<file path="config.mk">
export PLATFORM = sky130hd
export DESIGN_NAME = topk_smallest_tracker_core
export DESIGN_NICKNAME = d
export VERILOG_FILES = /design/src/rtl/core/tst_pkg.sv /design/src/rtl/core/topk_smallest_tracker_core.sv /design/src/rtl/core/tst_cell.sv
export SDC_FILE = /design/constraint.sdc
export NUM_CORES = 1
export LEC_CHECK = 0
export ABC_CLOCK_PERIOD_IN_PS = 5590
export BUFFER_PORTS_ARGS = -buffer_cell sky130_fd_sc_hd__buf_2
export CORE_ASPECT_RATIO = 0.9
export CORE_MARGIN = 2
export CORE_UTILIZATION = 38
export CTS_BUF_LIST = sky130_fd_sc_hd__clkbuf_4 sky130_fd_sc_hd__clkbuf_8
export DETAILED_ROUTE_END_ITERATION = 16
export SLEW_MARGIN = 20
export SYNTH_ARGS = -nofsm -noshare
export SYNTH_HDL_FRONTEND = slang
export SYNTH_SLANG_ARGS = --single-unit
</file>
<file path="constraint.sdc">
create_clock -name clk -period 5.59 [get_ports clk]
set_clock_uncertainty 0.2 [all_clocks]
set_input_delay 0 -clock clk [delete_from_list [all_inputs] [get_ports clk]]
set_output_delay 0 -clock clk [all_outputs]
set_load 0.02 [all_outputs]
</file>
<file path="src/rtl/core/tst_pkg.sv">
`timescale 1ns / 1ps
// ----------------------------------------------------------------------------
// tst_pkg
// Shared types and constants for the streaming top-K minimum tracker.
// ----------------------------------------------------------------------------
package tst_pkg;

  localparam int DIST_W       = 16;
  localparam int IDX_W        = 16;
  localparam int POS_W        = 6;
  localparam int KEEP_DEFAULT = 5;
  localparam int IN_DATA_W    = 32;
  localparam int OUT_DATA_W   = 40;

  localparam logic [DIST_W-1:0] DIST_MAX = {DIST_W{1'b1}};

  typedef struct packed {
    logic [DIST_W-1:0] distance;
    logic [IDX_W-1:0]  idx;
  } entry_t;

  // handed from one cell to the next every cycle
  typedef struct packed {
    entry_t entry;
    logic   ins_before;  // candidate ranks ahead of this cell's entry
  } link_t;

  localparam entry_t ENTRY_CLEAR = '{distance: DIST_MAX, idx: '0};

endpackage

</file>
<file path="src/rtl/core/topk_smallest_tracker_core.sv">
`timescale 1ns / 1ps
// ----------------------------------------------------------------------------
// topk_smallest_tracker_core
// Streaming tracker of the KEEP_COUNT smallest distances with their indices.
// ----------------------------------------------------------------------------
// Usage:
//   s_axis carries one candidate per transfer: tdata = distance, index;
//   tlast marks the final candidate of a search.
//   m_axis returns KEEP_COUNT results after each final candidate, rank 0
//   first: tdata = distance, index, rank; tlast on the last rank.
// Throughput: one candidate per cycle, but for a held-off final candidate;
//   a row of KEEP_COUNT compare/shift cells inserts each candidate.
// Output: rank 0 is valid the cycle after the final candidate's transfer;
//   the run drains at one rank per cycle through the snapshot chain.
// A final candidate is held off (tready low) while an earlier run is still
//   draining; plain candidates keep flowing. A stalled m_axis only delays
//   the drain.
// Reset: store cleared to maximum distance / index 0, no run pending.
// ----------------------------------------------------------------------------
module topk_smallest_tracker_core #(
  parameter int KEEP_COUNT = tst_pkg::KEEP_DEFAULT
) (
  input  logic                           clk,
  input  logic                           rst,
  input  logic                           s_axis_tvalid,
  output logic                           s_axis_tready,
  input  logic [tst_pkg::IN_DATA_W-1:0]  s_axis_tdata,  // cand_distance, cand_index
  input  logic                           s_axis_tlast,  // end_of_search
  output logic                           m_axis_tvalid,
  input  logic                           m_axis_tready,
  output logic [tst_pkg::OUT_DATA_W-1:0] m_axis_tdata,  // rank_distance, rank_index,
                                                        // rank_position, 2'b0
  output logic                           m_axis_tlast   // last_rank
);

  import tst_pkg::*;

  entry_t cand;
  logic   ins;
  logic   ins_last;
  logic   shift;
  logic   busy;
  logic [POS_W-1:0] pos;
  logic   at_last;

  link_t  link [KEEP_COUNT];
  entry_t snap [KEEP_COUNT];

  assign cand.distance = s_axis_tdata[DIST_W-1:0];
  assign cand.idx      = s_axis_tdata[DIST_W +: IDX_W];

  assign s_axis_tready = !(busy && s_axis_tlast);
  assign ins      = s_axis_tvalid && s_axis_tready;
  assign ins_last = ins && s_axis_tlast;
  assign shift    = m_axis_tvalid && m_axis_tready;
  assign at_last  = pos == POS_W'(KEEP_COUNT - 1);

  genvar g;
  generate
    for (g = 0; g < KEEP_COUNT; g++) begin : g_cell
      link_t  prev;
      entry_t snap_in;
      if (g == 0) begin : g_head
        assign prev = '{entry: ENTRY_CLEAR, ins_before: 1'b0};
      end else begin : g_body
        assign prev = link[g-1];
      end
      if (g == KEEP_COUNT - 1) begin : g_tail
        assign snap_in = ENTRY_CLEAR;
      end else begin : g_mid
        assign snap_in = snap[g+1];
      end
      tst_cell u_cell (
        .clk      (clk),
        .rst      (rst),
        .cand     (cand),
        .ins      (ins),
        .ins_last (ins_last),
        .prev     (prev),
        .link     (link[g]),
        .shift    (shift),
        .snap_in  (snap_in),
        .snap     (snap[g])
      );
    end
  endgenerate

  always_ff @(posedge clk) begin
    if (rst) begin
      busy <= 1'b0;
      pos  <= '0;
    end else if (ins_last) begin
      busy <= 1'b1;
      pos  <= '0;
    end else if (shift) begin
      if (at_last) begin
        busy <= 1'b0;
      end
      pos <= pos + POS_W'(1);
    end
  end

  assign m_axis_tvalid = busy;
  assign m_axis_tdata  = {2'b00, pos, snap[0].idx, snap[0].distance};
  assign m_axis_tlast  = at_last;

  a_final_starts_run: assert property (@(posedge clk) disable iff (rst)
    ins_last |=> (m_axis_tvalid && pos == '0))
    else $error("final candidate did not start an output run");

  a_run_ends_on_last: assert property (@(posedge clk) disable iff (rst)
    (shift && m_axis_tlast) |=> !m_axis_tvalid)
    else $error("output run continued past last rank");

  a_rank_in_range: assert property (@(posedge clk) disable iff (rst)
    m_axis_tvalid |-> (pos <= POS_W'(KEEP_COUNT - 1)))
    else $error("rank position out of range");

  a_no_overlap: assert property (@(posedge clk) disable iff (rst)
    busy |-> !ins_last)
    else $error("final candidate taken while a run is draining");

endmodule

</file>
<file path="src/rtl/core/tst_cell.sv">
`timescale 1ns / 1ps
// ----------------------------------------------------------------------------
// tst_cell
// One rank of the kept list: compare, take from neighbor or candidate, and
// one stage of the output drain chain.
// ----------------------------------------------------------------------------
module tst_cell (
  input  logic           clk,
  input  logic           rst,
  input  tst_pkg::entry_t cand,
  input  logic           ins,
  input  logic           ins_last,
  input  tst_pkg::link_t prev,
  output tst_pkg::link_t link,
  input  logic           shift,
  input  tst_pkg::entry_t snap_in,
  output tst_pkg::entry_t snap
);

  import tst_pkg::*;

  entry_t kept;
  entry_t kept_next;
  logic   lt;

  assign lt = cand.distance < kept.distance;

  always_comb begin
    if (prev.ins_before) begin
      kept_next = prev.entry;
    end else if (lt) begin
      kept_next = cand;
    end else begin
      kept_next = kept;
    end
  end

  assign link.entry      = kept;
  assign link.ins_before = lt;

  always_ff @(posedge clk) begin
    if (rst) begin
      kept <= ENTRY_CLEAR;
    end else if (ins && ins_last) begin
      kept <= ENTRY_CLEAR;
    end else if (ins) begin
      kept <= kept_next;
    end
  end

  always_ff @(posedge clk) begin
    if (ins && ins_last) begin
      snap <= kept_next;
    end else if (shift) begin
      snap <= snap_in;
    end
  end

endmodule

</file>
After elaboration in Yosys (flattened, before gate mapping)

Index checks and enable logic that the tools add are counted.
W data, S select, Z words.

Bits in registers: 327
Input port bits: 37

Reduce and logical (&&, ||, !) cells: 12
Order comparisons: 5
Equal/unequal tests: 1
$add $sub $neg: 1
Multiplexer cells: 22

Operator list:

| operator              | number |
|---|---|
| $mux W32              | 19 |
| $lt A16 B16 Y1        | 5 |
| $add A6 B1 Y6 const B | 1 |
| $eq A6 B3 Y1 const B  | 1 |
| $reduce_bool A2 Y1    | 3 |
| $logic_and A1 B1 Y1   | 5 |
| $reduce_or A2 Y1      | 2 |
| $mux W1               | 3 |
| $reduce_and A2 Y1     | 1 |
| $logic_not A1 Y1      | 1 |

Depth between registers and ports, before layout

Depth after elaboration: 6
Gate-level depth with buffers: 11
Mapped depth without buffers: 8

Modules after synthesis

A second synthesis with hierarchy kept.

Cells, all modules: 2816
Area, all modules: 23481.3 um^2

Modules (own cells, without submodules):

| module                           | seq. area each (um^2) | cells an instance | area each (um^2) | instances |
|---|---|---|---|---|
| tst_cell at g_cell[0].u_cell ... | 1601.5                | 553               | 4561.9           | 3 |
| tst_cell at g_cell[3].u_cell ... | 1601.5                | 555               | 4710.8           | 2 |
| topk_smallest_tracker_core       | 140.1                 | 47                | 374.1            | 1 |

Worst setup path after synthesis

OpenSTA, ideal clock, no wires.

Path type: register -> register
Start point: register busy, in the netlist m_axis_tvalid
End point: register g_cell[0].u_cell.snap[0] (netlist name)
Required time: 4.068 ns
Stages on the path, launching flop included: 6
Clock period less this slack: 5.720 ns
Data arrival time: 4.198 ns
Slack: -0.130 ns
Cell sequence: dfxtp_1 or2_2 clkbuf_1 clkbuf_1 clkbuf_1 nand2_1

Longest elaborated chain between the ends: 6
Elaborated cells on any way between the ends: 7

Ends and longest elaborated chain:

| item                                    | line                             | text |
|---|---|---|
| from (decl)                             | topk_smallest_tracker_core.sv:42 | `logic busy;` |
| from (signal assigned)                  | topk_smallest_tracker_core.sv:90 | `busy <= 1'b0;` |
| from (signal assigned)                  | topk_smallest_tracker_core.sv:93 | `busy <= 1'b1;` |
| from (signal assigned)                  | topk_smallest_tracker_core.sv:97 | `busy <= 1'b0;` |
| $logic_and A1 B1 Y1                     | topk_smallest_tracker_core.sv:52 | `assign s_axis_tready = !(busy && s_axis_tlast);` |
| $logic_not A1 Y1                        | topk_smallest_tracker_core.sv:52 |  |
| $logic_and A1 B1 Y1                     | topk_smallest_tracker_core.sv:53 | `assign ins = s_axis_tvalid && s_axis_tready;` |
| $logic_and A1 B1 Y1                     | topk_smallest_tracker_core.sv:54 | `assign ins_last = ins && s_axis_tlast;` |
| $logic_and A1 B1 Y1                     | tst_cell.sv:52                   | `if (ins && ins_last) begin` |
| $reduce_bool A2 Y1 (no source line) (*) | --                               |  |

Every way passes the cells marked *; elsewhere a longest branch is shown, timed or not.
A chain may end at the register's enable or synchronous reset.

Worst setup path after layout

Start point: register g_cell[3].u_cell.kept, in the netlist g_cell[3].u_cell.link[18]
End point: register g_cell[3].u_cell.kept, in the netlist g_cell[3].u_cell.link[1]

Longest elaborated chain between the ends: 3

Ends and longest elaborated chain:

| item                   | line           | text |
|---|---|---|
| from (decl)            | tst_cell.sv:22 | `entry_t kept;` |
| from (signal assigned) | tst_cell.sv:47 | `kept <= kept_next;` |
| $lt A16 B16 Y1         | tst_cell.sv:26 | `assign lt = cand.distance < kept.distance;` |
| $mux W32               | tst_cell.sv:31 | `end else if (lt) begin` |
| $mux W32               | tst_cell.sv:29 | `if (prev.ins_before) begin` |

No other way between the ends.

==> results.txt <==
----------------------------------------------------
[Outcome]
  Status ... complete, no violations

[Route]
  Via count normalized by instance count ... 5.84
  Routed via count ... 15700
  Routed wire length per instance ... 19.4 µm
  Final routed DRC violation total ... 0
  Antenna Nets Post-Route ... 0
  Routed wire length ... 52.1 mm
  Number of search-and-repair iterations in the first detailed-routing pass ... 6
  DRC violation total after the first TritonRoute iteration ... 1473

[Placement]
  DPL Wire Length ... 32.8 mm
  Global placer's final weighted congestion ... 0.816
  Buffers on Ports ... 77
  Instance count after placement with tap cells included ... 2526

[Worst setup path]
  Required time reported for the critical path endpoint ... 5.90 ns
  Data arrival, critical path ... 4.24 ns
  Maximum fanout count along the critical path ... 49
  Crit path capture type ... register
  CP startpoint kind ... register
  Critical path class ... reg2reg

[STA]
  Maximum clock frequency ... 254 MHz
  Count of endpoints failing setup in the final report ... 0
  Max_slew headroom ... 27.4%
  Minimum period implied by the final worst setup slack ... 3.93 ns
  TNS Setup ... 0 ns
  Hold Fails Final Rpt ... 0
  Worst Max-Slew Pin Slew ... 1.09 ns
  Unrepaired setup endpoints after global routing ... no
  Period Utilization, post-route ... 70.3%
  Max-slew violation total from the final report ... 0

[Final layout]
  Antenna cells ... 0
  Number of cells in the finished layout apart from fillers ... 2684
  Final net count ... 2126
  Most common cell after layout, fill and taps aside ... a21oi_1
  Layout cells sized above 1 ... 12.2%
  Top library cells by usage in the layout, fill and taps aside ... a21oi_1, nand2_1, dfxtp_1
  Filler Cell Count ... 4572
  Signed area change from the synthesized netlist to the final layout ... 12.4%

[Global route]
  Via count of the first global-routing pass ... 14700
  First-pass GRT wire length ... 83.2 mm
  Number of antenna violations at the first check in global routing ... 0
  Overall overflow remaining after global route ... 0
  Pin count of the biggest net entering global routing ... 128
  Total global routing track utilization ... 20.2%

[Logic synthesis]
  Area fraction in compound gates after synthesis ... 22.2%
  Cell area after synthesis ... 18200 µm²
  Register bit count reported by yosys ... 327
  Syn. warnings ... 0
  Share of synthesized flip-flops with an asynchronous set or reset ... 0%
  Share of the synthesized netlist area taken by xor and xnor gates ... 0.241%
  Top cells by area in the synthesized netlist ... edfxtp_1, dfxtp_1, mux2i_1
  Sequential-to-total area share from yosys stat ... 44.8%
  Gate count after technology mapping ... 1996
  Post-synth EDFFs ... 160
  Synth Flop Type ... dfxtp_1
  Mux cell area share after synthesis ... 5.39%
  Average instance area after synthesis ... 9.12 µm²
  Yosys cell types ... 62
  Main combinational cell family by area after synthesis ... compound AO/OA/AOI/OAI gates
  Largest area contributor in the synthesized netlist ... edfxtp_1
  Adder and majority cell fraction of the synthesized area ... 5.29%
  Simple-gate share of the synthesized area ... 15.3%
  Area share of the largest cell type after synthesis ... 26.4%

[CTS]
  Number of sinks on the clock net ... 327
  Insertion delay to the later sink of the worst-skew pair ... 0.63 ns
  Maximum level of the CTS H-tree ... 2
  Buffer type at the clock tree root ... clkbuf_8
  CTS tree ... yes
  Deepest clock path buffer count ... 3
  Clock transition at path regs ... 0.06 ns
  Number of buffers created by CTS ... 56
  Post-CTS sizing ... 0

[Power and ir drop]
  Peak supply drop ... 0.000152 V
  Leak pwr ... 8.27 nW
  Cell area power density ... 303 nW/µm²

[Floorplan]
  Num rows ... 76
  Die Span Y ... 212 µm
  Core Box Area ... 47500 µm²
  Starting utilization of the core area ... 38.3%
  Die Footprint ... 49700 µm²
  Top-Level Pins ... 80
  Die W ... 235 µm

[Flow run]
  Reported max-cap violation count ... 0

[Min path]
  Class of the tightest hold or removal check ... in2reg

----------------------------------------------------
synthesized netlist by cell type (16+ instances only):
library cell	n
a211oi_1	65
a21boi_0	20
a21oi_1	189
a31oi_1	32
buf_2	37
buf_4	16
clkbuf_1	124
dfxtp_1	167
edfxtp_1	160
ha_1	77
inv_1	79
mux2i_1	98
nand2_1	174
nand2b_1	23
nand3_1	115
nand4_1	27
nor2_1	128
nor3_1	112
o211ai_1	32
o21ai_0	95
o31ai_1	32
o32ai_1	32
o41ai_1	46
power by group:
group | leakage, nW | switching (mW) | total, mW | internal, mW
Clock | 0.654 | 1.02 | 2.37 | 1.35
Sequential | 2.84 | 0.114 | 2.83 | 2.71
Combinational | 4.77 | 0.672 | 1.00 | 0.329
Total | 8.27 | 1.81 | 6.20 | 4.39
cell families (layout without fill, tap and decap cells):
logic type                 after synthesis  after routing
AOI/OAI and AO/OA                      609            609
DFF                                    327            327
other                                    1              2
and+or+nand+nor                        604            604
muxes                                   98             98
xor gates and xnor gates                 5              5
buffers and inverters                  275            338
adders and majority gates               77             77
final timing paths:
kind | start | to | slack [ns] | depth (start not counted)
setup reg to reg | g_cell[3].u_cell.link[18] | g_cell[3].u_cell.link[1] | 1.66 | 9
hold / removal | s_axis_tlast | g_cell[0].u_cell.snap[27] | 0.06 | 5
hold reg to reg | g_cell[4].u_cell.link[15] | g_cell[4].u_cell.link[15] | 0.30 | 2
setup / recovery | g_cell[3].u_cell.link[18] | g_cell[3].u_cell.link[1] | 1.66 | 9
registers in the layout (all words and copies together) (netlist names):
| register | flops |
|---|---|
| pos | 6 |
| g_cell.u_cell.snap | 160 |
| g_cell.u_cell.link | 160 |
| m_axis_tvalid | 1 |
stage by stage:
step                total power, mW  cell area, µm²  util, %  setup slack (ns)  hold WS [ns]
detailed placement             3.83           18700     39.3              1.70        0.0622
finish                         6.20           20500     43.0              1.66        0.0586
global placement               3.81           18700     39.3              1.78        0.0456
CTS                            6.24           20400     43.0              1.73        0.0254
global route                   6.47           20500     43.0              1.43        0.0963
floorplan                      3.56           18200        -              1.48        -0.128
worst max-delay path, cell delays in order, from the launching register on:
cell and delay [ns]:
dfxtp_1 0.38, inv_1 0.07, ha_1 0.27, a2111o_1 0.40
a32oi_2 0.66, buf_4 0.34, and2_2 0.23, buf_4 0.49
nand3_2 0.41, o221a_2 0.36
area by class of cell:
cell class	instances	area, µm²	area share (%)
clock buffer	93	1120	5.46
clock inverter	13	119	0.581
sequential	327	8150	39.8
inverter	79	297	1.45
tap	624	781	3.82
timing repair buffer	153	1090	5.31
multi-input combinational	1395	8910	43.6
routing by layer:
| layer | GRT usage [%] | wire length [µm] |
|---|---|---|
| met4 | 4.69 | 754 |
| met2 | 29.0 | 21600 |
| met3 | 3.25 | 4130 |
| met5 | 0 | 0 |
| met1 | 31.4 | 25600 |
repair_timing:
action,in CTS,in global routing
endpoints found under the hold margin,327,0
hold buffers,52,0
buffers inserted,0,0
Power figures use the tool's default switching activity.
